`src/sv/pds_pkg.sv`:
```
// Shared types and constants for the difficulty scaler.
package pds_pkg;

   localparam int HEIGHT_W = 64;
   localparam int EDGE_W   = 6;
   localparam int SCALE_W  = 32;
   localparam int HASH_W   = 64;
   localparam int DIFF_W   = 64;

   localparam int DIV_STEPS = DIFF_W;

   localparam logic [EDGE_W-1:0] GRAPH_BASE_BITS     = 6'd24;
   localparam logic [EDGE_W-1:0] MIN_EDGE_BITS       = 6'd31;
   localparam logic [EDGE_W-1:0] SECONDARY_EDGE_BITS = 6'd29;

   localparam logic [HEIGHT_W-1:0] WEEK_BLOCKS = 64'd10080;
   localparam logic [HEIGHT_W-1:0] YEAR_BLOCKS = 64'd524160;
   // height at which even a proof of MIN_EDGE_BITS edge bits has fully decayed
   localparam logic [HEIGHT_W-1:0] FAR_BLOCKS  = 64'd836640;

   // (height - year) below the far mark fits in OFFSET_W bits; dividing by
   // a week is a shift by OFFSET_SHIFT then a multiply by RECIP
   localparam int OFFSET_W     = 19;
   localparam int OFFSET_SHIFT = 5;
   localparam int X_W          = OFFSET_W - OFFSET_SHIFT;
   localparam int RECIP_W      = 14;
   localparam logic [RECIP_W-1:0] RECIP = 14'd13316;
   localparam int RECIP_SHIFT  = 22;
   localparam int WEEKS_W      = 5;

   typedef struct packed {
      logic              valid;
      logic              sat;
      logic [HASH_W-1:0] rem;
      logic [DIFF_W-1:0] quo;
      logic [HASH_W-1:0] divisor;
   } div_stage_type;

endpackage

```
`src/sv/pds_if.sv`:
```


interface pds_rsp_if import pds_pkg::*; ();
   logic              valid;
   logic              ready;
   logic [DIFF_W-1:0] difficulty;

   modport source(output valid, difficulty, input ready);
   modport sink(input valid, difficulty, output ready);
endinterface

```
`src/sv/pds_out_skid.sv`:
```
// Output register with one spare entry; stalls the chain when the spare fills.
module pds_out_skid import pds_pkg::*; (
   input  logic              clock,
   input  logic              reset,
   input  logic              in_valid,
   input  logic [DIFF_W-1:0] in_data,
   output logic              advance,
   pds_rsp_if.source         rsp
);

   logic              rsp_valid_ff, rsp_valid_in;
   logic [DIFF_W-1:0] rsp_data_ff, rsp_data_in;
   logic              skid_valid_ff, skid_valid_in;
   logic [DIFF_W-1:0] skid_data_ff, skid_data_in;

   assign advance = !skid_valid_ff;

   always_comb begin
      rsp_valid_in  = rsp_valid_ff;
      rsp_data_in   = rsp_data_ff;
      skid_valid_in = skid_valid_ff;
      skid_data_in  = skid_data_ff;
      if (!rsp_valid_ff || rsp.ready) begin
         if (skid_valid_ff) begin
            rsp_valid_in  = 1'b1;
            rsp_data_in   = skid_data_ff;
            skid_valid_in = in_valid;
            skid_data_in  = in_data;
         end else begin
            rsp_valid_in  = in_valid;
            rsp_data_in   = in_data;
         end
      end else if (in_valid) begin
         skid_valid_in = 1'b1;
         skid_data_in  = in_data;
      end
   end

   always_ff @(posedge clock) begin
      if (reset) begin
         rsp_valid_ff  <= 1'b0;
         skid_valid_ff <= 1'b0;
      end else begin
         rsp_valid_ff  <= rsp_valid_in;
         skid_valid_ff <= skid_valid_in;
      end
   end

   always_ff @(posedge clock) begin
      rsp_data_ff  <= rsp_data_in;
      skid_data_ff <= skid_data_in;
   end

   assign rsp.valid      = rsp_valid_ff;
   assign rsp.difficulty = rsp_data_ff;

endmodule

```
`src/flat_wrapper.sv`:
```
// flat-port wrapper written by rule: the top's interface ports become plain ports
module pds_out_skid_flat import pds_pkg::*;
  (clock, reset, in_valid, in_data, advance, rsp_valid, rsp_difficulty, rsp_ready);
  pds_rsp_if rsp_i ();
  input  logic clock;
  input  logic reset;
  input  logic in_valid;
  input  logic [DIFF_W-1:0] in_data;
  output logic advance;
  output wire logic [$bits(rsp_i.valid)-1:0] rsp_valid;
  output wire logic [$bits(rsp_i.difficulty)-1:0] rsp_difficulty;
  input wire logic [$bits(rsp_i.ready)-1:0] rsp_ready;
  assign rsp_valid = rsp_i.valid;
  assign rsp_difficulty = rsp_i.difficulty;
  assign rsp_i.ready = rsp_ready;
  pds_out_skid u_core (.clock(clock), .reset(reset), .in_valid(in_valid), .in_data(in_data), .advance(advance), .rsp(rsp_i));
endmodule
```
`config.mk`:
```
export PLATFORM = sky130hd
export DESIGN_NAME = pds_out_skid_flat
export DESIGN_NICKNAME = d
export VERILOG_FILES = /design/src/sv/pds_pkg.sv /design/src/sv/pds_if.sv /design/src/sv/pds_out_skid.sv /design/src/flat_wrapper.sv
export SDC_FILE = /design/constraint.sdc
export NUM_CORES = 1
export LEC_CHECK = 0
export ABC_CLOCK_PERIOD_IN_PS = 5800
export BUFFER_PORTS_ARGS = -buffer_cell sky130_fd_sc_hd__buf_2
export CORE_UTILIZATION = 54
export CTS_BUF_LIST = sky130_fd_sc_hd__clkbuf_8
export CTS_CLUSTER_DIAMETER = 80
export DETAILED_ROUTE_END_ITERATION = 7
export GPL_TIMING_DRIVEN = 0
export PLACE_DENSITY = 0.9
export SKIP_LAST_GASP = 1
export SLEW_MARGIN = 20
export SYNTH_ARGS = -nofsm -noshare
export SYNTH_HDL_FRONTEND = slang
export SYNTH_SLANG_ARGS = --single-unit
```
`constraint.sdc`:
```
create_clock -name clock -period 5.8 [get_ports clock]
set_input_delay 0.29 -clock clock [delete_from_list [all_inputs] [get_ports clock]]
set_output_delay 0.29 -clock clock [all_outputs]
set_load 0.005 [all_outputs]
```
* Yosys cells after proc, flatten, opt, wreduce, memory -nomap -nowiden
Cells that the tools add are included.
** Word-level totals
- Logic and storage cells :: 18
- Output and inout bits :: 66
- Register bits :: 130
** Cells by class
- Equal/unequal tests :: 1
- Multiplexer cells :: 8
- Reduce and logical (&&, ||, !) cells :: 5
** Operators with widths (count)
- two-way mux 64 bit :: 4
- two-way mux 1 bit :: 4
- logical NOT 1 bit :: 2
- != test 2 x 1 -> 1 bit, second input constant :: 1
- AND reduction 2 bit :: 1
- nonzero test 2 bit :: 1
- logical OR 1 bit :: 1

* Depth between registers and ports, before layout
- Depth after elaboration :: 4
- Depth in mapped cells :: 4
- Mapped depth without buffers :: 3

* Worst setup path before layout
OpenSTA, ideal clock, no wires.
- Kind :: register to register
- Start :: register u_core.skid_valid_ff
- End :: register u_core.skid_data_ff[0], enable pin
- Setup slack :: 1.719 ns
- Stages on the path, launching flop included :: 5
- Data arrival time :: 3.588 ns
- Required time :: 5.306 ns
- Buffers on the path :: 2
- Period minus slack after synthesis :: 4.081 ns
- Cell sequence :: dfxtp_1 > buf_4 > buf_6 > inv_2 > o21ai_1
** On the way
- Word-level cells in the longest chain between the ends :: 2
** RTL lines
- start: declaration :: line pds_out_skid.sv:13 : logic skid_valid_ff, skid_valid_in;
- start signal: assignment :: line pds_out_skid.sv:45 : skid_valid_ff <= skid_valid_in;
- != test 2 x 1 -> 1 bit (no line)
- AND reduction 2 bit (no line)
- end signal: assignment :: line pds_out_skid.sv:51 : skid_data_ff <= skid_data_in;
- end: declaration :: line pds_out_skid.sv:14 : logic [DIFF_W-1:0] skid_data_ff, skid_data_in;
No other way between the ends.
A chain may end at the register's enable or synchronous reset.

* Final worst setup path
- Start :: register u_core.skid_valid_ff
- End :: register u_core.skid_data_ff[28], enable pin
Same word-level chain as after synthesis.

==> metrics <==
met1 Usage GRT=22.5%; DRC viols=0; M2 GR Usage=29.8%; GRT busiest layer=met2; DPL Wire Length=5810 um; fin cells=485; data required time at the worst endpoint=5900 ps; RSZ-0062 raised after global routing=no; CP max FO=23; fin crit period=2110 ps; antenna viol nets, final=0; GR Util met3=6.00%; clock share of power=36.4%; Die Wd=96.3 um; htree depth=4; synthesized area=0.00480 mm^2; CP Capture Type=flop; largest net degree at the start of global routing=36; total power=1980 uW; Hold EP=u_core.skid_valid_ff$_SDFFE_PP0P_; total congestion overflow=0; NetSw=425 uW; Comb pwr share=7.5%; hold violation count in the final report=0; RePlAce Congestion=0.686; Int Pwr=1560 uW; post-CTS resize count=0; HP Start=reset; share of post-route cells with drive strength above 1=63.4%; area grow syn2layout=26.3%; TritonCTS buffer count=17; Clk pin slew, worst setup/hold paths=70 ps; VDD IR max=0.000203 V; RR Endpoint=u_core.skid_data_ff[28]$_DFFE_PP_; Hold Path Stages=2; postcts setup bufs=0; Netlist cell types=15; fin nets=433; buffer depth of the longest clock path=2; setup slack, reg-to-reg=3690 ps; worst slew pin tran=796 ps; Via density=5.08; outcome=finished clean; Net Count, Synth=278; DR vias=2462; Total Wirelength=8320 um; YS warnings=0; CP Launch Point=u_core.skid_valid_ff$_SDFFE_PP0P_; register share of total power=56.1%; CTS tree=built; Avg Inst Size Synth=22.9 um^2; Hold WC Path Type=in -> reg; Yosys reg bits=130; initial core utilization=55.3%; Sink Count=130; period utilisation layout=36.5%; Pre-antenna DRT Iters=6; root buf cell=clkbuf_8; core area=0.00868 mm^2; FF-to-FF path depth=5; Gate Count Post-Synth=210; drt wl/cell=17.1 um; initial antenna violation count=0; count of buffers from port buffering=133; Skew-Pair Late Insertion Delay=410 ps; hold_buf cts=0; setup TNS=0 ps; GRT Total Usage=18.4%; kind of critical path=reg -> reg; switch share=21.5%; Ports=134; ANT cells=0; relative slew slack=46.7%; Worst Clk Skew=10.4 ps; leakage=0.00238 uW; Die ar.=0.00928 mm^2; Setup-failing EPs final=0; vias in the first global route=2469; initial DRC count=132; first-pass GRT wire length=12100 um; Placed Cells=454; die height=96.3 um; row cnt=34; max-cap violations=0; arrival time worst endpoint=2220 ps; startpoint types=flop; PwrDens=326 mW/mm^2; Seq/Total Area, Yosys=80.9%; FF-to-FF Start=u_core.skid_valid_ff$_SDFFE_PP0P_; Slew Limit Fails=0; fmax=0.473 GHz
flip-flops by register name (all words and copies together) (netlist names):
signal,flops
u_core.rsp.difficulty,64
u_core.skid_data_ff,64
u_core.rsp.valid,1
u_core.skid_valid_ff,1
how the worst max path moves through the flow:
stage,endpoint,cells after the start,slack (ps)
finish,u_core.skid_data_ff[28]$_DFFE_PP_,5,3690
global route,u_core.skid_data_ff[19]$_DFFE_PP_,5,3570
CTS,u_core.skid_data_ff[19]$_DFFE_PP_,5,3660
floorplan,u_core.skid_data_ff[0]$_DFFE_PP_,4,1720
global placement,u_core.skid_data_ff[10]$_DFFE_PP_,4,280
detailed placement,u_core.skid_data_ff[18]$_DFFE_PP_,5,3680
Yosys cell counts, drive strengths merged:
master	number	area, um^2
buf	7	56.3
edfxtp	128	3840
o21ai	2	10.0
inv	2	7.50
nor3	1	5.00
mux2	64	822
nor2	1	3.75
nor2b	1	6.26
a21oi	1	5.00
dfxtp	2	40.0
nand2	1	3.75
per-layer routing:
layer  routed length [um]  vias up
met2                 4210       93
met4                   97        0
met1                 3470     1213
li1                     -     1148
met5                    0        -
met3                  533        8
worst max-delay path, cell delays in order (launching register included):
cell     delay (ps)
dfxtp_1         410
buf_4           230
buf_6           190
inv_2            70
o21ai_4         650
buf_16          250
final cells by class:
cell class	count	area [um^2]
Timing Repair Buffer	136	741
Clock inverter	14	140
Sequential cell	130	3880
Fill cell	575	2610
Buffer	7	56.3
Tap cell	108	135
Clock buffer	17	234
Inverter	2	10.0
Multi-Input combinational cell	71	867
power by group through the flow:
| stage | registers (uW) | clock network [uW] | logic, uW |
|---|---|---|---|
| after detailed placement | 1130 | 0 | 150 |
| after CTS | 1110 | 739 | 151 |
| after global placement | 1130 | 0 | 136 |
| final | 1110 | 721 | 148 |
| after global routing | 1120 | 775 | 163 |
| after floorplan | 1140 | 0 | 57.2 |
placed cells by master (no fill, tap or decap), drive strengths merged:
cell type and instances:
mux2 64, nor3 1, o21ai 2, clkinvlp 3, buf 143, nor2b 1, edfxtp 128, a21oi 1
bufinv 2, dfxtp 2, clkbuf 17, nand2 1, inv 4, clkinv 7, nor2 1
metrics by stage:
step	setup WS, ps	area [um^2]	hold WS (ps)	utilization [%]
global route	3570	6070	35.7	69.9
global placement	278	5600	467	64.6
CTS	3660	6070	17.5	69.9
detailed placement	3680	5690	469	65.6
floorplan	1720	4800	359	-
finish	3690	6070	53.8	69.9
logic make-up after synthesis:
family          Yosys count  share of synthesized area [%]
flops                   130                           80.9
mux                      64                           17.1
buf+inv                   9                           1.33
simple gates              4                          0.391
compound gates            3                          0.312
(Power assumes the default switching activity.)
