===== config.mk =====
export PLATFORM = sky130hd
export DESIGN_NAME = pds_div_cell
export DESIGN_NICKNAME = d
export VERILOG_FILES = /design/src/sv/pds_pkg.sv /design/src/sv/pds_div_cell.sv
export SDC_FILE = /design/constraint.sdc
export NUM_CORES = 1
export LEC_CHECK = 0
export BUFFER_PORTS_ARGS = -buffer_cell sky130_fd_sc_hd__buf_2
export CORE_AREA = 4 4 159 161
export CTS_CLUSTER_SIZE = 20
export DETAILED_ROUTE_END_ITERATION = 6
export DIE_AREA = 0 0 163 165
export PLACE_DENSITY = 0.75
export SETUP_SLACK_MARGIN = 0.05
export SLEW_MARGIN = 15
export SYNTH_ARGS = -nofsm -noshare
export SYNTH_HDL_FRONTEND = slang
export SYNTH_SLANG_ARGS = --single-unit

===== constraint.sdc =====
create_clock -name clock -period 4.7 [get_ports clock]
set_clock_uncertainty 0.05 [all_clocks]
set_input_delay 0.47 -clock clock [delete_from_list [all_inputs] [get_ports clock]]
set_output_delay 0.47 -clock clock [all_outputs]
set_load 0.02 [all_outputs]

===== src/sv/pds_pkg.sv =====
// Shared types and constants for the difficulty scaler.
package pds_pkg;

   localparam int HEIGHT_W = 64;
   localparam int EDGE_W   = 6;
   localparam int SCALE_W  = 32;
   localparam int HASH_W   = 64;
   localparam int DIFF_W   = 64;

   localparam int DIV_STEPS = DIFF_W;

   localparam logic [EDGE_W-1:0] GRAPH_BASE_BITS     = 6'd24;
   localparam logic [EDGE_W-1:0] MIN_EDGE_BITS       = 6'd31;
   localparam logic [EDGE_W-1:0] SECONDARY_EDGE_BITS = 6'd29;

   localparam logic [HEIGHT_W-1:0] WEEK_BLOCKS = 64'd10080;
   localparam logic [HEIGHT_W-1:0] YEAR_BLOCKS = 64'd524160;
   // height at which even a proof of MIN_EDGE_BITS edge bits has fully decayed
   localparam logic [HEIGHT_W-1:0] FAR_BLOCKS  = 64'd836640;

   // (height - year) below the far mark fits in OFFSET_W bits; dividing by
   // a week is a shift by OFFSET_SHIFT then a multiply by RECIP
   localparam int OFFSET_W     = 19;
   localparam int OFFSET_SHIFT = 5;
   localparam int X_W          = OFFSET_W - OFFSET_SHIFT;
   localparam int RECIP_W      = 14;
   localparam logic [RECIP_W-1:0] RECIP = 14'd13316;
   localparam int RECIP_SHIFT  = 22;
   localparam int WEEKS_W      = 5;

   typedef struct packed {
      logic              valid;
      logic              sat;
      logic [HASH_W-1:0] rem;
      logic [DIFF_W-1:0] quo;
      logic [HASH_W-1:0] divisor;
   } div_stage_type;

endpackage


===== src/sv/pds_div_cell.sv =====
// One restoring division step of the divider chain.
module pds_div_cell import pds_pkg::*; (
   input  logic          clock,
   input  logic          reset,
   input  logic          advance,
   input  div_stage_type prev,
   output div_stage_type next
);

   logic            valid_ff;
   div_stage_type   data_ff, data_in;
   logic [HASH_W:0] shifted;
   logic [HASH_W:0] diff;
   logic            take;

   always_comb begin
      shifted = {prev.rem, 1'b0};
      diff    = shifted - {1'b0, prev.divisor};
      take    = shifted >= {1'b0, prev.divisor};
      data_in         = prev;
      data_in.rem     = take ? diff[HASH_W-1:0] : shifted[HASH_W-1:0];
      data_in.quo     = {prev.quo[DIFF_W-2:0], take};
   end

   always_ff @(posedge clock) begin
      if (reset) begin
         valid_ff <= 1'b0;
      end else if (advance) begin
         valid_ff <= prev.valid;
      end
   end

   always_ff @(posedge clock) begin
      if (advance) begin
         data_ff <= data_in;
      end
   end

   always_comb begin
      next       = data_ff;
      next.valid = valid_ff;
   end

endmodule


# Word level (Yosys, flattened, before mapping)
# Cells that the tools add are included.
# totals
regBits	194
input_bits	197
wordCells	9
# classes
addsub	1
n_lt_le_gt_ge	1
n_mux	1
# op_table
cell	n
$ge 65x64->1	1
$mux 64	1
$sub 64x64->64	1

# Logic depth before layout (Yosys ltp)
# Gate-level depths: netlist (run 1).
# depth
ltp_word	2
depth_mapped	15
ltp_nobuf	13

# Worst setup path after synthesis (run 1)
# Ideal clock, no wire load.
# synth_path
kind	input to register
from	input port prev[4] in the netlist's numbering
to	register data_ff (netlist bit next[176]), data pin
arrival_ns	3.368
t_required_ns	4.390
slack_ns	1.021
stages	13
path_buffers	1
cell_sequence	inv_1 -> ha_1 -> a21o_1 -> or3_1 -> o2111ai_1 -> nand2b_1 -> a22oi_2 -> o21ai_1 -> or4b_4 -> a311oi_4 -> buf_6 -> inv_2 -> mux2_4
# synth_rtl
element	line	source
from (decl)	pds_div_cell.sv:6	input div_stage_type prev,
to (signal assigned)	pds_div_cell.sv:35	data_ff <= data_in;
to (decl)	pds_div_cell.sv:11	div_stage_type data_ff, data_in;

==> metrics.csv, run 1 <==
stage,metric,value,unit
grt,GR Overflow Total,0,
routing,Via density,5.243,
synthesis,"top cells by area, synth","edfxtp_1 (55%), ha_1 (7.6%), o21ai_0 (4.7%), a21oi_1 (4.3%), nand2_1 (4.2%)",
synthesis,Yosys top cell by area,edfxtp_1,
critical_path,worst-path cell chain,"buf_2, inv_1, ha_1, a21o_1, or3_1, o2111ai_1, nand2b_1, a22oi_2, o21ai_1, or4b_4, a311oi_4, buf_4, o21ai_0",
timing,Rel. slew slack,33.28,%
synthesis,top cell type's share of synthesized area,54.80,%
critical_path,CP max stage cell,or4b_4,
outcome,outcome,finished clean,
cts,hold_buf cts,0,
routing,Antenna Nets Post-Route,0,
grt,GRT Overall Usage,22.31,%
timing,Worst Tran Pin Value,1.001,ns
timing,Final Hold Viols,0,
synthesis,Commonest cells post-synth,"edfxtp_1 (193), nand2_1 (119), o21ai_0 (99)",
power_and_ir_drop,Max VDD drop,0.2485,mV
critical_path,R2R depth,2,
grt,first-pass GRT wire length,46530,um
synthesis,total of warnings raised by yosys,0,
synthesis,synthesized area,0.01058,mm2
cts,postcts setup bufs,0,
critical_path,r2r endpoint,valid_ff,
synthesis,Post-synth EDFFs,193,
grt,vias in the first global route,8550,
synthesis,post-synthesis simple-gate area fraction,11.21,%
routing,drt drc,0,
timing,final setup margin,0.8715,ns
critical_path,Startpoint Class,input port,
die,Die W,163,um
grt,busiest grt layer,met2,
die,Core Box Area,0.02396,mm2
critical_path,crit path launch,prev[4],
synthesis,Post-Synth XOR/XNOR Area,4.886,%
grt,pin count of the biggest net entering global routing,126,
die,Ports,391,
cts,"CTS clk-pin slew, worst paths",0.08,ns
routing,via count,8965,
synthesis,Post-Synthesis Net Count,1255,
critical_path,crit path max fanout,36,
layout,Util after Layout,56.24,%
synthesis,"flops & latches, synth",194,
timing,"Setup violations, final",0,
synthesis,Compound-Gate Fraction of Synth Area,16.11,%
place,placed insts,1675,
critical_path,end point of the critical path,next[151],
grt,GR Layer Usage met1,28.22,%
synthesis,number of library cell types mapped by synthesis,59,
layout,nets@finish,1632,
layout,share of cells above drive strength 1,31.81,%
synthesis,Syn Area/Cell,10.65,um2
critical_path,origin of the critical flop-to-flop path,valid_ff,
cts,clock latency on the worst-skew pair,0.44,ns
cts,total CTS buffers,17,
timing,Pins Over Slew Limit,0,
cts,post-CTS sizing,0,
timing,setup TNS,0,ns
power_and_ir_drop,Pwr Density,365.5,mW/mm2
die,die footprint,0.02690,mm2
synthesis,most frequent cell after synthesis,edfxtp_1,
timing,RSZ-0062 raised after global routing,no,
cts,Root Driver,clkbuf_16,
cts,CTS sink count,194,
die,Initial Utilization,44.14,%
timing,min Tclk post-route,3.829,ns
grt,grt met3 use,4.517,%
critical_path,Worst R2R Setup Slack,4.03,ns
place,worst slack at placement,0.4360,ns
synthesis,asr flop ratio synth,0,%
cts,H-tree depth,4,
synthesis,Synth Flop Type,edfxtp_1,
place,GP Congestion,0.9000,
layout,Post-Layout Cell Count,1710,
layout,"Area growth, synth to finish",27.43,%
die,Die H,165,um
layout,Filler cells,2121,
timing,fin crit share,81.46,%
routing,DRT iter0 DRCs,613,
worst_hold_path,Worst Hold Class,input port to flop,
critical_path,Setup Crit Path Kind,input port to flop,
die,row count,57,
cts,CTS Buffer Depth,2,
grt,initial antenna violation count,6,
critical_path,required time worst endpoint,4.81,ns
grt,GR Util met2,39.02,%
critical_path,CP Capture Type,flop,
routing,Initial DRT Pass Iterations,5,
critical_path,CP Data Arrival Time,3.94,ns
routing,drt wl/cell,18.21,um
synthesis,"Seq/Total Area, Yosys",54.99,%
place,detailed placement HPWL,25130,um
synthesis,largest family of logic cells by synthesized area,compound AO/OA/AOI/OAI gates,
synthesis,mux contribution to synthesized area,0.4732,%
flow_run,Max Cap Viol,0,
critical_path,crit-path max cell delay,0.59,ns
synthesis,adder-cell share of the synthesized area,7.761,%
routing,DRT Wirelength,31130,um
synthesis,Post-Synthesis Cells,993,
power_and_ir_drop,Lkg Pwr,5.926,nW
timing,fmax,0.2612,GHz
cts,CTS tree,done,
place,PortBufs,389,
==> critical path: cells and delay by family <==
kind | cells | cell delay [ns]
AND/OR/NAND/NOR | 3 | 1.12
buffers and inverters | 3 | 0.51
AO/OA/AOI/OAI | 6 | 1.46
adder cells (fa/ha/maj) | 1 | 0.35
==> how the worst min path moves through the flow <==
stage	from	to	slack, ns	depth (start not counted)
3_5_place_dp	valid_ff	valid_ff	0.45	2
5_1_grt	reset	valid_ff	0.10	2
6_report	reset	valid_ff	0.12	2
2_1_floorplan	valid_ff	valid_ff	0.41	2
4_1_cts	reset	valid_ff	0.10	2
3_3_place_gp	valid_ff	valid_ff	0.42	2
==> cells by family (layout without fill, tap and decap cells) <==
| group | count (synthesis) | count (layout) |
|---|---|---|
| multiplexers | 4 | 4 |
| AND/OR/NAND/NOR | 260 | 260 |
| XOR/XNOR | 59 | 59 |
| buffers and inverters | 123 | 513 |
| flip-flops | 194 | 194 |
| other | 0 | 3 |
| AO/OA/AOI/OAI | 288 | 288 |
| adder cells (fa/ha/maj) | 65 | 65 |
==> layout by cell type (no fill, tap or decap), drive strengths merged, types with 5 or more instances in the layout <==
master and n:
a21o 22, a21oi 91, a31oi 8, and3 5
buf 397, clkbuf 18, clkinv 8, edfxtp 193
ha 64, inv 90, nand2 119, nand2b 12
nand3 14, nand4 21, nor2 54, nor2b 7
nor3 9, o21a 6, o21ai 110, o21bai 13
o31ai 7, xnor2 34, xor2 25
==> area by class of cell <==
class                      instances  area, um2  area share, %
tap                              324      405.4          3.008
inverter                          83      311.5          2.312
clock buffer                      17      425.4          3.156
clock inverter                    15      186.4          1.383
timing repair buffer             398       2048          15.20
sequential                       194       5816          43.15
multi-input combinational        676       4278          31.74
antenna                            3      7.507        0.05570
==> layer usage <==
metal	wire length, um	up-vias
met5	54	-
met3	2109	33
met2	15910	340
met1	12570	4205
li1	-	4379
met4	484	8
==> report_power, final <==
group / internal, mW / switching (mW) / total, mW
combinational: 0.448 / 0.810 / 1.26
clock: 0.728 / 0.771 / 1.50
sequential: 2.13 / 0.0431 / 2.17
==> per-stage QoR <==
| stage | hold WS (ns) | power, mW | area (um2) |
|---|---|---|---|
| finish | 0.1217 | 4.926 | 13480 |
| global route | 0.1046 | 5.168 | 13480 |
| CTS | 0.1003 | 4.961 | 13470 |
| detailed placement | 0.4497 | 3.465 | 12860 |
| global placement | 0.4224 | 3.442 | 12860 |
| floorplan | 0.4117 | 2.995 | 10580 |
==> registers in the layout, indices dropped and copies added (netlist names) <==
signal and cells:
next 193, valid_ff 1
Power figures use the tool's default switching activity.
==> inputs of run 2 (changes only) <==
--- a/config.mk
+++ b/config.mk
@@ -10,7 +10,7 @@
 export CTS_CLUSTER_SIZE = 20
 export DETAILED_ROUTE_END_ITERATION = 6
 export DIE_AREA = 0 0 163 165
-export PLACE_DENSITY = 0.75
+export PLACE_DENSITY = 0.78
 export SETUP_SLACK_MARGIN = 0.05
 export SLEW_MARGIN = 15
 export SYNTH_ARGS = -nofsm -noshare
==> constraint.sdc (replaced) <==
create_clock -name clock -period 3.3 [get_ports clock]
set_clock_uncertainty 0.05 [all_clocks]
set_input_delay 0.33 -clock clock [delete_from_list [all_inputs] [get_ports clock]]
set_output_delay 0.33 -clock clock [all_outputs]
set_load 0.02 [all_outputs]
==> run 2 against run 1 <==
Net effect:
- first-iteration DRC count increased by 27%
- sequential power is 42% higher
- critical path depth unchanged
- non-clock buffer count rose by 205
- setup slack got worse by 0.75 ns
- die area is the same
- critical endpoint is now next[186]
- highest routed layer unchanged
==> metrics.csv, run 2 (synthesis results as in run 1) <==
stage,metric,value,unit
die,Ports,391,
timing,Rel. slew slack,63.53,%
grt,GR Layer Usage met1,28.35,%
power_and_ir_drop,Int Pwr,4.991,mW
place,worst slack at placement,-0.4256,ns
cts,H-tree depth,4,
cts,"CTS clk-pin slew, worst paths",0.08,ns
worst_hold_path,Worst Hold Class,input port to flop,
cts,Root Driver,clkbuf_16,
layout,nets@finish,1837,
routing,Antenna Nets Post-Route,0,
die,Die H,165,um
power_and_ir_drop,combinational fraction of design power,29.3,%
grt,vias in the first global route,9490,
die,Initial Utilization,44.14,%
critical_path,Setup Crit Path Kind,input port to flop,
die,Core Box Area,0.02396,mm2
timing,Pins Over Slew Limit,0,
critical_path,crit path max fanout,3,
outcome,outcome,finished clean,
critical_path,CP max stage cell,a2111o_1,
grt,first-pass GRT wire length,49780,um
timing,RSZ-0062 raised after global routing,yes,
timing,hold_ws,0.02195,ns
critical_path,CP Data Arrival Time,3.33,ns
place,placed inst area,0.01409,mm2
grt,busiest grt layer,met2,
power_and_ir_drop,clock share of power,28.8,%
timing,min Tclk post-route,3.180,ns
routing,Initial DRT Pass Iterations,5,
place,PortBufs,389,
cts,total CTS buffers,17,
layout,Util after Layout,64.28,%
routing,Via density,5.094,
timing,final setup margin,0.1201,ns
cts,CTS sink count,194,
grt,grt met3 use,6.464,%
cts,CTS tree,done,
flow_run,Max Cap Viol,0,
cts,clock latency on the worst-skew pair,0.43,ns
routing,drt drc,0,
power_and_ir_drop,Lkg Pwr,6.936,nW
routing,drt wl/cell,17.72,um
routing,DRT iter0 DRCs,778,
power_and_ir_drop,Reg power frac,41.9,%
timing,"Setup violations, final",0,
critical_path,required time worst endpoint,3.45,ns
grt,GR Util met2,41.32,%
routing,DRT Wirelength,33970,um
power_and_ir_drop,Psw,2.392,mW
timing,fmax,0.3145,GHz
critical_path,Worst R2R Setup Slack,2.65,ns
layout,share of cells above drive strength 1,39.11,%
power_and_ir_drop,Sw Share,32.40,%
critical_path,Startpoint Class,input port,
cts,CTS Buffer Depth,2,
timing,Final Hold Viols,0,
die,Die W,163,um
place,detailed placement HPWL,26790,um
power_and_ir_drop,Pwr Density,479.4,mW/mm2
grt,pin count of the biggest net entering global routing,68,
place,GP Congestion,0.9035,
grt,GRT Overall Usage,23.74,%
layout,"commonest cells after routing, fill and taps aside","buf_2 (384), edfxtp_1 (193), buf_4 (156)",
critical_path,crit-path max cell delay,0.48,ns
critical_path,worst-path cell chain,"buf_8, inv_4, fa_2, nor2b_2, o2111ai_2, a211oi_2, o31ai_2, a211o_1, a2111o_1, a2111oi_4, nor3_1, xnor2_1, mux2_4",
grt,initial antenna violation count,11,
die,row count,57,
routing,via count,9766,
critical_path,CP Capture Type,flop,
timing,Worst Tran Pin Value,0.5470,ns
grt,GR Overflow Total,0,
layout,design area,0.01540,mm2
power_and_ir_drop,Max VDD drop,0.3082,mV
timing,fin crit share,96.36,%
layout,max reg flops,193,
layout,"Area growth, synth to finish",45.63,%
die,die footprint,0.02690,mm2
layout,"commonest non-fill, non-tap cell in the layout",buf_2,
## run 2: path summary, 6_finish.rpt
check | startpoint | end | depth (start not counted)
setup / recovery | prev[128] | next[186] | 13
setup reg to reg | valid_ff | valid_ff | 2
hold reg to reg | valid_ff | valid_ff | 2
hold / removal | prev[18] | next[18] | 1
## run 2: power by group through the flow
stage | logic [mW] | registers (mW) | clock network (mW)
final | 2.16 | 3.09 | 2.13
after floorplan | 0.782 | 3.49 | 0
after global routing | 2.34 | 3.12 | 2.29
after global placement | 2.02 | 3.14 | 0
after CTS | 2.11 | 3.09 | 2.18
after detailed placement | 2.05 | 3.15 | 0
## run 2: what timing repair did
item	in CTS	in global routing
hold buffers	46	2
endpoints found under the setup margin	1	51
resized for setup	2	31
setup buffers	0	2
gates cloned	0	4
hold endpoints to repair	46	2
pin swaps	1	13
## run 2: area by class of cell
class / count / area [um2]
tap: 324 / 405.4
fill: 1949 / 8561
clock buffer: 18 / 439.2
multi-input combinational: 676 / 4397
sequential: 194 / 5816
clock inverter: 14 / 177.7
timing repair buffer: 603 / 3829
inverter: 83 / 326.6
antenna: 5 / 12.51
## run 2: through the flow
stage	std cells	setup TNS (ns)	power, mW
global route	1917	0	7.753
global placement	1826	-10.37	5.165
finish	1917	0	7.383
detailed placement	1826	-16.05	5.200
floorplan	993	0	4.277
CTS	1904	0	7.382
## run 2: critical path: cells and delay by family
| family | cells | cell delay [ns] |
|---|---|---|
| AO/OA/AOI/OAI | 6 | 1.83 |
| XOR/XNOR | 1 | 0.14 |
| adder cells (fa/ha/maj) | 1 | 0.40 |
| buffers and inverters | 2 | 0.11 |
| multiplexers | 1 | 0.26 |
| AND/OR/NAND/NOR | 2 | 0.26 |
## run 2: routing by layer
layer	routed length [um]	share of wire, %	vias up
met5	69	0.20	-
met4	988	2.9	12
li1	-	-	4779
met2	17060	50	381
met1	13080	38	4534
met3	2777	8.2	60
