<file path="src/sv/pds_pkg.sv">
// Shared types and constants for the difficulty scaler.
package pds_pkg;

   localparam int HEIGHT_W = 64;
   localparam int EDGE_W   = 6;
   localparam int SCALE_W  = 32;
   localparam int HASH_W   = 64;
   localparam int DIFF_W   = 64;

   localparam int DIV_STEPS = DIFF_W;

   localparam logic [EDGE_W-1:0] GRAPH_BASE_BITS     = 6'd24;
   localparam logic [EDGE_W-1:0] MIN_EDGE_BITS       = 6'd31;
   localparam logic [EDGE_W-1:0] SECONDARY_EDGE_BITS = 6'd29;

   localparam logic [HEIGHT_W-1:0] WEEK_BLOCKS = 64'd10080;
   localparam logic [HEIGHT_W-1:0] YEAR_BLOCKS = 64'd524160;
   // height at which even a proof of MIN_EDGE_BITS edge bits has fully decayed
   localparam logic [HEIGHT_W-1:0] FAR_BLOCKS  = 64'd836640;

   // (height - year) below the far mark fits in OFFSET_W bits; dividing by
   // a week is a shift by OFFSET_SHIFT then a multiply by RECIP
   localparam int OFFSET_W     = 19;
   localparam int OFFSET_SHIFT = 5;
   localparam int X_W          = OFFSET_W - OFFSET_SHIFT;
   localparam int RECIP_W      = 14;
   localparam logic [RECIP_W-1:0] RECIP = 14'd13316;
   localparam int RECIP_SHIFT  = 22;
   localparam int WEEKS_W      = 5;

   typedef struct packed {
      logic              valid;
      logic              sat;
      logic [HASH_W-1:0] rem;
      logic [DIFF_W-1:0] quo;
      logic [HASH_W-1:0] divisor;
   } div_stage_type;

endpackage

</file>
<file path="src/sv/pds_scale.sv">
// Front end: computes the scale and seeds the divider chain.
module pds_scale import pds_pkg::*; (
   input  logic                clock,
   input  logic                reset,
   input  logic                advance,
   input  logic                in_valid,
   input  logic [HEIGHT_W-1:0] block_height,
   input  logic [EDGE_W-1:0]   edge_bits,
   input  logic [SCALE_W-1:0]  secondary_scale,
   input  logic [HASH_W-1:0]   hash_word,
   output div_stage_type       seed
);

   logic                v1_ff, v1_in, v2_ff, v3_ff, v4_ff;
   logic [EDGE_W-1:0]   eb1_ff, eb2_ff;
   logic [SCALE_W-1:0]  sec1_ff, sec2_ff, scale3_ff, scale3_in;
   logic [HASH_W-1:0]   h1_ff, h2_ff, h3_ff, h4_ff;
   logic                ge1_ff, ge2_ff, far1_ff, far2_ff;
   logic [X_W-1:0]      x1_ff, x1_in;
   logic [WEEKS_W-1:0]  wk2_ff, wk2_in;
   logic                sat4_ff, sat4_in;
   logic [SCALE_W-1:0]  scale4_ff;
   logic [OFFSET_W-1:0] offset;
   logic [X_W+RECIP_W-1:0] prod;
   logic [EDGE_W-1:0]   weeks, count, sh;
   logic [SCALE_W-1:0]  weight;

   assign v1_in  = in_valid;
   assign offset = block_height[OFFSET_W-1:0] - YEAR_BLOCKS[OFFSET_W-1:0];
   assign x1_in  = offset[OFFSET_W-1:OFFSET_SHIFT];

   assign prod   = {{RECIP_W{1'b0}}, x1_ff} * {{X_W{1'b0}}, RECIP};
   assign wk2_in = prod[RECIP_SHIFT+WEEKS_W-1:RECIP_SHIFT];

   always_comb begin
      weeks = {1'b0, wk2_ff} + 6'd1;
      if (!(ge2_ff && eb2_ff <= MIN_EDGE_BITS)) begin
         count = eb2_ff;
      end else if (far2_ff || eb2_ff <= weeks) begin
         count = '0;
      end else begin
         count = eb2_ff - weeks;
      end
      sh     = eb2_ff - GRAPH_BASE_BITS;
      weight = (32'd2 << sh) * {{(SCALE_W-EDGE_W){1'b0}}, count};
      if (eb2_ff == SECONDARY_EDGE_BITS) begin
         scale3_in = sec2_ff;
      end else if (eb2_ff < GRAPH_BASE_BITS) begin
         scale3_in = '0;
      end else begin
         scale3_in = weight;
      end
   end

   assign sat4_in = (h3_ff == '0) || ({{(HASH_W-SCALE_W){1'b0}}, scale3_ff} >= h3_ff);

   always_ff @(posedge clock) begin
      if (reset) begin
         v1_ff <= 1'b0;
         v2_ff <= 1'b0;
         v3_ff <= 1'b0;
         v4_ff <= 1'b0;
      end else if (advance) begin
         v1_ff <= v1_in;
         v2_ff <= v1_ff;
         v3_ff <= v2_ff;
         v4_ff <= v3_ff;
      end
   end

   always_ff @(posedge clock) begin
      if (advance) begin
         eb1_ff    <= edge_bits;
         sec1_ff   <= secondary_scale;
         h1_ff     <= hash_word;
         ge1_ff    <= block_height >= YEAR_BLOCKS;
         far1_ff   <= block_height >= FAR_BLOCKS;
         x1_ff     <= x1_in;
         eb2_ff    <= eb1_ff;
         sec2_ff   <= sec1_ff;
         h2_ff     <= h1_ff;
         ge2_ff    <= ge1_ff;
         far2_ff   <= far1_ff;
         wk2_ff    <= wk2_in;
         scale3_ff <= scale3_in;
         h3_ff     <= h2_ff;
         scale4_ff <= scale3_ff;
         sat4_ff   <= sat4_in;
         h4_ff     <= h3_ff;
      end
   end

   assign seed.valid   = v4_ff;
   assign seed.sat     = sat4_ff;
   assign seed.rem     = {{(HASH_W-SCALE_W){1'b0}}, scale4_ff};
   assign seed.quo     = '0;
   assign seed.divisor = h4_ff;

endmodule

</file>
<file path="config.mk">
export PLATFORM = sky130hd
export DESIGN_NAME = pds_scale
export DESIGN_NICKNAME = d
export VERILOG_FILES = /design/src/sv/pds_pkg.sv /design/src/sv/pds_scale.sv
export SDC_FILE = /design/constraint.sdc
export NUM_CORES = 1
export LEC_CHECK = 0
export BUFFER_PORTS_ARGS = -buffer_cell sky130_fd_sc_hd__buf_2
export CAP_MARGIN = 5
export CELL_PAD_IN_SITES_DETAIL_PLACEMENT = 0
export CELL_PAD_IN_SITES_GLOBAL_PLACEMENT = 1
export CORE_MARGIN = 1
export CORE_UTILIZATION = 30
export CTS_BUF_LIST = sky130_fd_sc_hd__clkbuf_4
export CTS_CLUSTER_SIZE = 30
export DETAILED_ROUTE_END_ITERATION = 12
export PLACE_DENSITY = 0.56
export SKIP_LAST_GASP = 1
export SYNTH_ARGS = -nofsm -noshare
export SYNTH_HDL_FRONTEND = slang
export SYNTH_SLANG_ARGS = --single-unit
</file>
<file path="constraint.sdc">
create_clock -name clock -period 8 [get_ports clock]
set_input_delay 1.6 -clock clock [delete_from_list [all_inputs] [get_ports clock]]
set_output_delay 1.6 -clock clock [all_outputs]
set_load 0.1 [all_outputs]
</file>
Word level (Yosys, flattened, before mapping). Cells that the tools add are included. W data, S select, Z words.

Output and inout port bits: 194. Register bits after elaboration: 424. Input bits: 170.

Multiply operators: 2. Muxes and demuxes: 4. Shift operators: 1. $lt $le $gt $ge: 6. Reductions and logical operators: 4. Equality and inequality tests: 1. Add/subtract/negate cells: 4.

Operators by type and width (count): $ge A32 B64 Y1 (1); $ge A64 B19 Y1 const B (1); $ge A64 B20 Y1 const B (1); $logic_not A64 Y1 (1); $mux W32 (2); $mul A32 B6 Y32 (1); $shl A2 B6 Y32 const A (1); $mul A14 B12 Y25 const B (1); $sub A19 B19 Y19 const B (1); $mux W6 (2); $add A5 B1 Y6 const B (1); $eq A6 B5 Y1 const B (1); $le A6 B5 Y1 const B (1); $le A6 B6 Y1 (1); $lt A6 B5 Y1 const B (1); $sub A6 B5 Y6 const B (1); $sub A6 B6 Y6 (1); $logic_or A1 B1 Y1 (2); $logic_and A1 B1 Y1 (1).

Logic depth before layout (Yosys ltp). Gate-level depths: netlist of the first run.

Depth after elaboration: 8. Depth in mapped cells: 27. Depth with buffers taken out: 25.

Least setup slack after synthesis of the first run. OpenSTA, ideal clock, no wires.

Kind: register to register. Start: reg wk2_ff[0]. End: reg scale3_ff[27] (data pin). Path buffers: 2. Clock period less this slack: 6.282 ns. Arrival time: 6.025 ns. Setup slack: 1.718 ns. Cell stages (with the launch flop): 27. Cells stage by stage: edfxtp_1 -> ha_1 -> nand3_1 -> xor2_1 -> ha_1 -> o21ai_1 -> a21oi_1 -> o311a_1 -> buf_6 -> and3_1 -> a21oi_1 -> clkbuf_1 -> nor2_1 -> fa_1 -> fa_1 -> inv_1 -> fa_1 -> inv_1 -> ha_1 -> a21o_1 -> nand3_1 -> nand2_1 -> a2111oi_0 -> and2_1 -> a211oi_1 -> or3_1 -> a32o_1.

Word-level cells in the longest chain between the ends: 8. Elaborated cells between the ends (all ways): 9. Those cells by class: add/sub (2); mul (1); order compare (1); mux (4); reduce/logical (1).

RTL lines: start, declared (line pds_scale.sv:20) `logic [WEEKS_W-1:0] wk2_ff, wk2_in;`; start signal, assigned (line pds_scale.sv:84) `wk2_ff <= wk2_in;`; $add A5 B1 Y6 (*) (line pds_scale.sv:36) `weeks = {1'b0, wk2_ff} + 6'd1;`; $le A6 B6 Y1 (line pds_scale.sv:39) `end else if (far2_ff || eb2_ff <= weeks) begin`; $logic_or A1 B1 Y1 (line pds_scale.sv:39); $mux W6 (*) (line pds_scale.sv:39); $mux W6 (*) (line pds_scale.sv:37) `if (!(ge2_ff && eb2_ff <= MIN_EDGE_BITS)) begin`; $mul A32 B6 Y32 (*) (line pds_scale.sv:45) `weight = (32'd2 << sh) * {{(SCALE_W-EDGE_W){1'b0}}, count};`; $mux W32 (*) (line pds_scale.sv:48) `end else if (eb2_ff < GRAPH_BASE_BITS) begin`; $mux W32 (*) (line pds_scale.sv:46) `if (eb2_ff == SECONDARY_EDGE_BITS) begin`; net scale3_in[27] (line pds_scale.sv:16) `logic [SCALE_W-1:0] sec1_ff, sec2_ff, scale3_ff, scale3_in;`; end signal, assigned (line pds_scale.sv:85) `scale3_ff <= scale3_in;`; end, declared (line pds_scale.sv:16).

The timed path passes the listed nets; every way through them passes the cells marked *. A chain may end at the register's enable or synchronous reset.

Worst setup path in the final report of the first run.
Start: reg wk2_ff[0]. End: reg scale3_ff[30] (data pin).

Same word-level chain as after synthesis.

==> results of run 1 <==
## power groups by stage
stage | combinational [W] | clock, W | sequential, W
floorplan | 0.000801 | 0 | 0.00294
global placement | 0.00126 | 0 | 0.00276
detailed placement | 0.00127 | 0 | 0.00277
CTS | 0.00128 | 0.00187 | 0.00272
global route | 0.00140 | 0.00197 | 0.00274
finish | 0.00126 | 0.00177 | 0.00272
## how the worst min path moves through the flow
stage | startpoint | endpoint | cells after the start | slack [ns]
floorplan | eb1_ff[0]$_DFFE_PP_ | eb2_ff[0]$_DFFE_PP_ | 0 | 0.40
global route | sec1_ff[20]$_DFFE_PP_ | sec2_ff[20]$_DFFE_PP_ | 0 | 0.34
detailed placement | eb1_ff[3]$_DFFE_PP_ | eb2_ff[3]$_DFFE_PP_ | 0 | 0.40
CTS | sec1_ff[20]$_DFFE_PP_ | sec2_ff[20]$_DFFE_PP_ | 0 | 0.33
finish | sec1_ff[20]$_DFFE_PP_ | sec2_ff[20]$_DFFE_PP_ | 0 | 0.37
global placement | h2_ff[1]$_DFFE_PP_ | h3_ff[1]$_DFFE_PP_ | 0 | 0.40
## cells by family (layout without fill, tap and decap cells)
| family | count (synthesis) | in the layout | share of synthesized area |
|---|---|---|---|
| AOI/OAI and AO/OA | 168 | 168 | 0.04838 |
| xor gates and xnor gates | 50 | 50 | 0.02132 |
| adders and majority gates | 263 | 263 | 0.1893 |
| buffers and inverters | 366 | 693 | 0.07974 |
| DFF | 424 | 424 | 0.5753 |
| muxes | 5 | 5 | 0.002269 |
| other | 1 | 98 | 0.0001700 |
| and+or+nand+nor | 404 | 404 | 0.08348 |
## routing by layer
layer  global-route usage  wire length (um)
met3              0.03237              2634
met1               0.1653             20850
met5                    0                 0
met2               0.2197             24450
met4              0.03661               791
## flip-flops by register name, summed over array words and instances (netlist names), 5 cells and up
name and count:
h4_ff 64, scale3_ff 32, sec2_ff 32, eb1_ff 6, h2_ff 64, sec1_ff 32, eb2_ff 6, h3_ff 64
h1_ff 64, scale4_ff 32, wk2_ff 5, x1_ff 14
## cell type report
| cell class | instances | area (um^2) | area share |
|---|---|---|---|
| sequential | 424 | 12690 | 0.4972 |
| multi-input combinational | 986 | 7966 | 0.3121 |
| timing repair buffer | 274 | 1449 | 0.05676 |
| tap | 959 | 1200 | 0.04701 |
| clock buffer | 145 | 1089 | 0.04264 |
| inverter | 239 | 897.1 | 0.03515 |
| clock inverter | 35 | 227.7 | 0.008921 |
| antenna | 2 | 5.005 | 0.0001961 |
## through the flow
step / total power [W] / setup WS (ns)
floorplan: 0.003741 / 1.718
global placement: 0.004025 / 1.027
detailed placement: 0.004036 / 0.9411
CTS: 0.005871 / 0.8600
global route: 0.006101 / 0.4380
finish: 0.005748 / 0.9133
## synthesized netlist by cell type, types with 25 or more instances
master,n
edfxtp_1,420
inv_1,239
nor2_1,198
ha_1,145
fa_1,118
buf_4,98
nand2_1,79
o21ai_0,51
a21oi_1,42
nor4_1,30
clkbuf_1,25
xor2_1,25
==> flow_metrics.tcl, run 1 <==
set metrics [dict create \
    status "complete, no violations" \
    slowest_stage "fa_1" \
    max_stage_delay_ns 0.54 \
    synth_warnings 0 \
    die_area_um2 74620 \
    r2r-end "scale3_ff[30]$_DFFE_PP_" \
    skew_ns 0.08921 \
    slew-limit-headroom 0.3353 \
    grt_antenna_before_repair 1 \
    synthArstFlopShare 0 \
    seq_power_share 0.473 \
    final_hold_viol_count 0 \
    drt_iter0_drc 654 \
    tns_ns 0 \
    power_frac_comb 0.219 \
    cp_top_family "compound AO/OA/AOI/OAI gates" \
    critical_path.startpoint_type "flop" \
    max-vdd-ir-drop_uv 171.4 \
    io_pins 364 \
    arrival_ns 7.63 \
    synth_top_area_share 0.5717 \
    timing.fmax_ghz 0.1411 \
    numPortBuffers 262 \
    worst_hold_path_type "flop to flop" \
    pwr-share-clk 0.308 \
    clockRootBuffer "clkbuf_4" \
    syn_avg_cell_area_um2 13.12 \
    cts_hold_buf 0 \
    crit_end "scale3_ff[30]$_DFFE_PP_" \
    gr-total-overflow 0 \
    chipWidth_um 273.2 \
    routed_via_density 4.325 \
    path_cells "ha_1, nand3_1, xor2_1, ha_1, and4_1, a31oi_1, o311a_1, a41oi_2, buf_4, or2_2, fa_1, fa_1, fa_1, inv_1, ha_1, nor2b_1, o21ai_0, a21oi_1, o211ai_1, a41oi_1, o211ai_1, a21o_1, a32o_1" \
    synth_edf_count 420 \
    critPathKind "flop to flop" \
    cts_sinks 424 \
    final_util 0.3505 \
    area_growth_pct 15.70 \
    core-area_um2 72830 \
    fin_hold_ws_ns 0.3713 \
    grt_pass1_vias 13620 \
    nFillCells 7309 \
    period_share 0.8858 \
    wire_per_inst_um 15.90 \
    crit_path_start "wk2_ff[0]$_DFFE_PP_" \
    power.switching_w 0.001821 \
    rows 99 \
    dr.pass1.iters 5 \
    cts_buffers 106 \
    drive_gt1_frac 0.2140 \
    synth.distinct_cells 64 \
    grt_pass1_wl_mm 74.73 \
    final-instance-count-excl-fill 3064 \
    rsz0062_at_grt "no" \
    fin_area_um2 25530 \
    cp_data_required_time_ns 8.54 \
    grt_start_max_net_pins 154 \
    wl_mm 48.73 \
    yosysSeqAreaShare 0.5753 \
    most-common-layout-cells "edfxtp_1, buf_2, inv_1" \
    num_vias 13251 \
    cts_resized 0 \
    postCtsSetupBuffers 0 \
    p_int_w 0.003927 \
    timing.rr.start "wk2_ff[0]$_DFFE_PP_" \
    hpwl_mm 36.47 \
    fin_crit_ns 7.087 \
    die_h_um 273.2 \
    critPathMaxFanout 26 \
    fin_nets 2464 \
    grtUsageTotal 0.1303 \
    synthCells 1681 \
    final_common_cell "edfxtp_1" \
    start_util 0.3029 \
    synth_area_leaders "edfxtp_1, fa_1, ha_1" \
    swShare 0.3168 \
    tightest_slew_ns 0.9971 \
    post-route-drc-count 0 \
    critPathCaptureType "flop" \
    insertion_delay_ns 0.83 \
    maxSlewViolCount 0 \
    gp_congestion 0.7769 \
    cts_tree "done" \
    place_inst 2882 \
    yosys.area.top_type "edfxtp_1" \
    ys.flop_type "edfxtp_1" \
    cp_num_buf_inv 2 \
    drv_cap 0 \
    drtAntennaViolNets 0 \
    leakagePower_nw 10.93 \
    cts_buffer_depth 3 \
    worst_r2r_path_depth 23 \
    cp.depth 23 \
    htreeDepth 3 \
    syn_area_um2 22060 \
    ys_ff_latch 424 \
    clk_pin_slew_worst_paths_ns 0.07 \
    powerDensity_nw_per_um2 225.2 \
    r2r_slack_ns 0.91 \
    setup_viol 0 \
    place_area_um2 24200 \
]
No activity file was read; power rests on OpenSTA's default activity.
==> inputs of run 2 (changes only) <==
- CORE_ASPECT_RATIO: default -> 1.25
- PLACE_DENSITY: 0.56 -> default
- PLACE_DENSITY_LB_ADDON: default -> 0.1
==> run 2 against run 1 <==
- worst setup slack worse by 0.095 ns
- highest routed layer is now met5
- clock power is 7% higher
- non-clock buffer count is 7 higher
- sequential power hardly changed
- largest power group unchanged
- sequential cell count stayed put
- first-iteration DRC count is 23% lower
- sequential share of layout area is 0.34 points lower
==> flow_metrics.tcl, run 2 (synthesis results as in run 1) <==
set metrics [dict create \
    tns_ns 0 \
    maxSlewViolCount 0 \
    drv_cap 0 \
    multiInputGateArea_um2 7968 \
    io_pins 364 \
    skew_ns 0.04356 \
    grt_pass1_vias 13843 \
    nFillCells 7278 \
    insertion_delay_ns 0.86 \
    cp_data_required_time_ns 8.59 \
    postCtsSetupBuffers 0 \
    grtUsageTotal 0.1369 \
    hpwl_mm 37.96 \
    htreeDepth 3 \
    setup_viol 0 \
    clk_pin_slew_worst_paths_ns 0.06 \
    arrival_ns 7.78 \
    cts_tree "done" \
    powerDensity_nw_per_um2 228.5 \
    slew-limit-headroom 0.2759 \
    wire_per_inst_um 16.46 \
    start_util 0.3047 \
    dr.pass1.iters 4 \
    core-area_um2 72390 \
    status "complete, no violations" \
    place_inst 2882 \
    timing.fmax_ghz 0.1392 \
    num_vias 13303 \
    critPathKind "flop to flop" \
    post-place-ws_ns 0.7217 \
    drt_iter0_drc 504 \
    rows 110 \
    grt_pass1_wl_mm 77.60 \
    wl_mm 50.90 \
    final_hold_viol_count 0 \
    rsz0062_at_grt "no" \
    cts_resized 0 \
    final-instance-count-excl-fill 3092 \
    area_growth_pct 16.51 \
    tightest_slew_ns 1.086 \
    gr-total-overflow 0 \
    critical_path.startpoint_type "flop" \
    cts_hold_buf 0 \
    fin_ws_ns 0.8180 \
    final_common_cell "edfxtp_1" \
    leakagePower_nw 11.05 \
    drtAntennaViolNets 0 \
    grt_antenna_before_repair 13 \
    fin_nets 2477 \
    routed_via_density 4.302 \
    critPathMaxFanout 11 \
    post-route-drc-count 0 \
    die_h_um 305.2 \
    seq_area_um2 12690 \
    worst_hold_path_type "flop to flop" \
    cts_buffers 112 \
    numPortBuffers 262 \
    max-vdd-ir-drop_uv 121.5 \
    drive_gt1_frac 0.2277 \
    fin_crit_ns 7.182 \
    total_power_w 0.005873 \
    gp_congestion 0.7736 \
    most-common-layout-cells "edfxtp_1, buf_2, inv_1" \
    die_area_um2 74630 \
    clockRootBuffer "clkbuf_4" \
    chipWidth_um 244.6 \
    cts_buffer_depth 3 \
    period_share 0.8978 \
    final_util 0.3550 \
    critPathCaptureType "flop" \
    cts_sinks 424 \
    grt_start_max_net_pins 137 \
]
## run 2: cell count changes in the layout (fill, tap and decap cells not counted), sizes merged
| cell | change |
|---|---|
| buf | +7 |
| clkbuf | +28 |
| bufinv | -3 |
| clkinv | -1 |
| diode | +4 |
## run 2: path summary, 6_finish.rpt
check,start,to,slack [ns],cells after the start
setup / recovery,wk2_ff[0]$_DFFE_PP_,scale3_ff[30]$_DFFE_PP_,0.82,22
hold reg to reg,sec1_ff[25]$_DFFE_PP_,sec2_ff[25]$_DFFE_PP_,0.38,0
setup reg to reg,wk2_ff[0]$_DFFE_PP_,scale3_ff[30]$_DFFE_PP_,0.82,22
hold / removal,sec1_ff[25]$_DFFE_PP_,sec2_ff[25]$_DFFE_PP_,0.38,0
## run 2: layout make-up
class	instances	area share
Multi-Input combinational cell	986	0.3100
Clock inverter	31	0.006426
Sequential cell	424	0.4938
Antenna cell	6	0.0005841
Clock buffer	173	0.05053
Tap cell	952	0.04634
Timing Repair Buffer	281	0.05744
Inverter	239	0.03490
## run 2: routing by layer
layer,GRT usage,wire length (um),vias to the layer above,part of all wire
met3,0.03354,2664,111,0.052
li1,-,-,6402,-
met5,0,55,-,0.0011
met1,0.1485,19290,6431,0.38
met4,0.05349,1479,10,0.029
met2,0.2530,27410,349,0.54
## run 2: worst max-delay path: stages (launching register included)
cell and delay, ns:
edfxtp_1 0.42, ha_1 0.25, nand3_1 0.11, xor2_1 0.17, ha_1 0.30, and4_1 0.17
a31oi_1 0.19, o311a_1 0.39, a41oi_2 0.48, or2_2 0.48, fa_1 0.51, fa_1 0.52
fa_1 0.54, inv_1 0.04, ha_1 0.32, nor2b_1 0.13, o21ai_0 0.11, a21oi_1 0.32
o211ai_1 0.23, a41oi_1 0.57, o211ai_1 0.24, a21o_1 0.21, a32o_1 0.24
## run 2: power by group
part / switching [W] / leakage [nW] / internal (W)
Combinational: 0.000905 / 6.02 / 0.000356
Clock: 0.000909 / 0.873 / 0.000989
Sequential: 0.0000729 / 4.16 / 0.00264
## run 2: through the flow
step	area, um^2	hold WS [ns]
floorplan	22420	0.4003
global placement	24220	0.4010
detailed placement	24220	0.4045
CTS	25690	0.3855
global route	25700	0.3844
finish	25700	0.3848
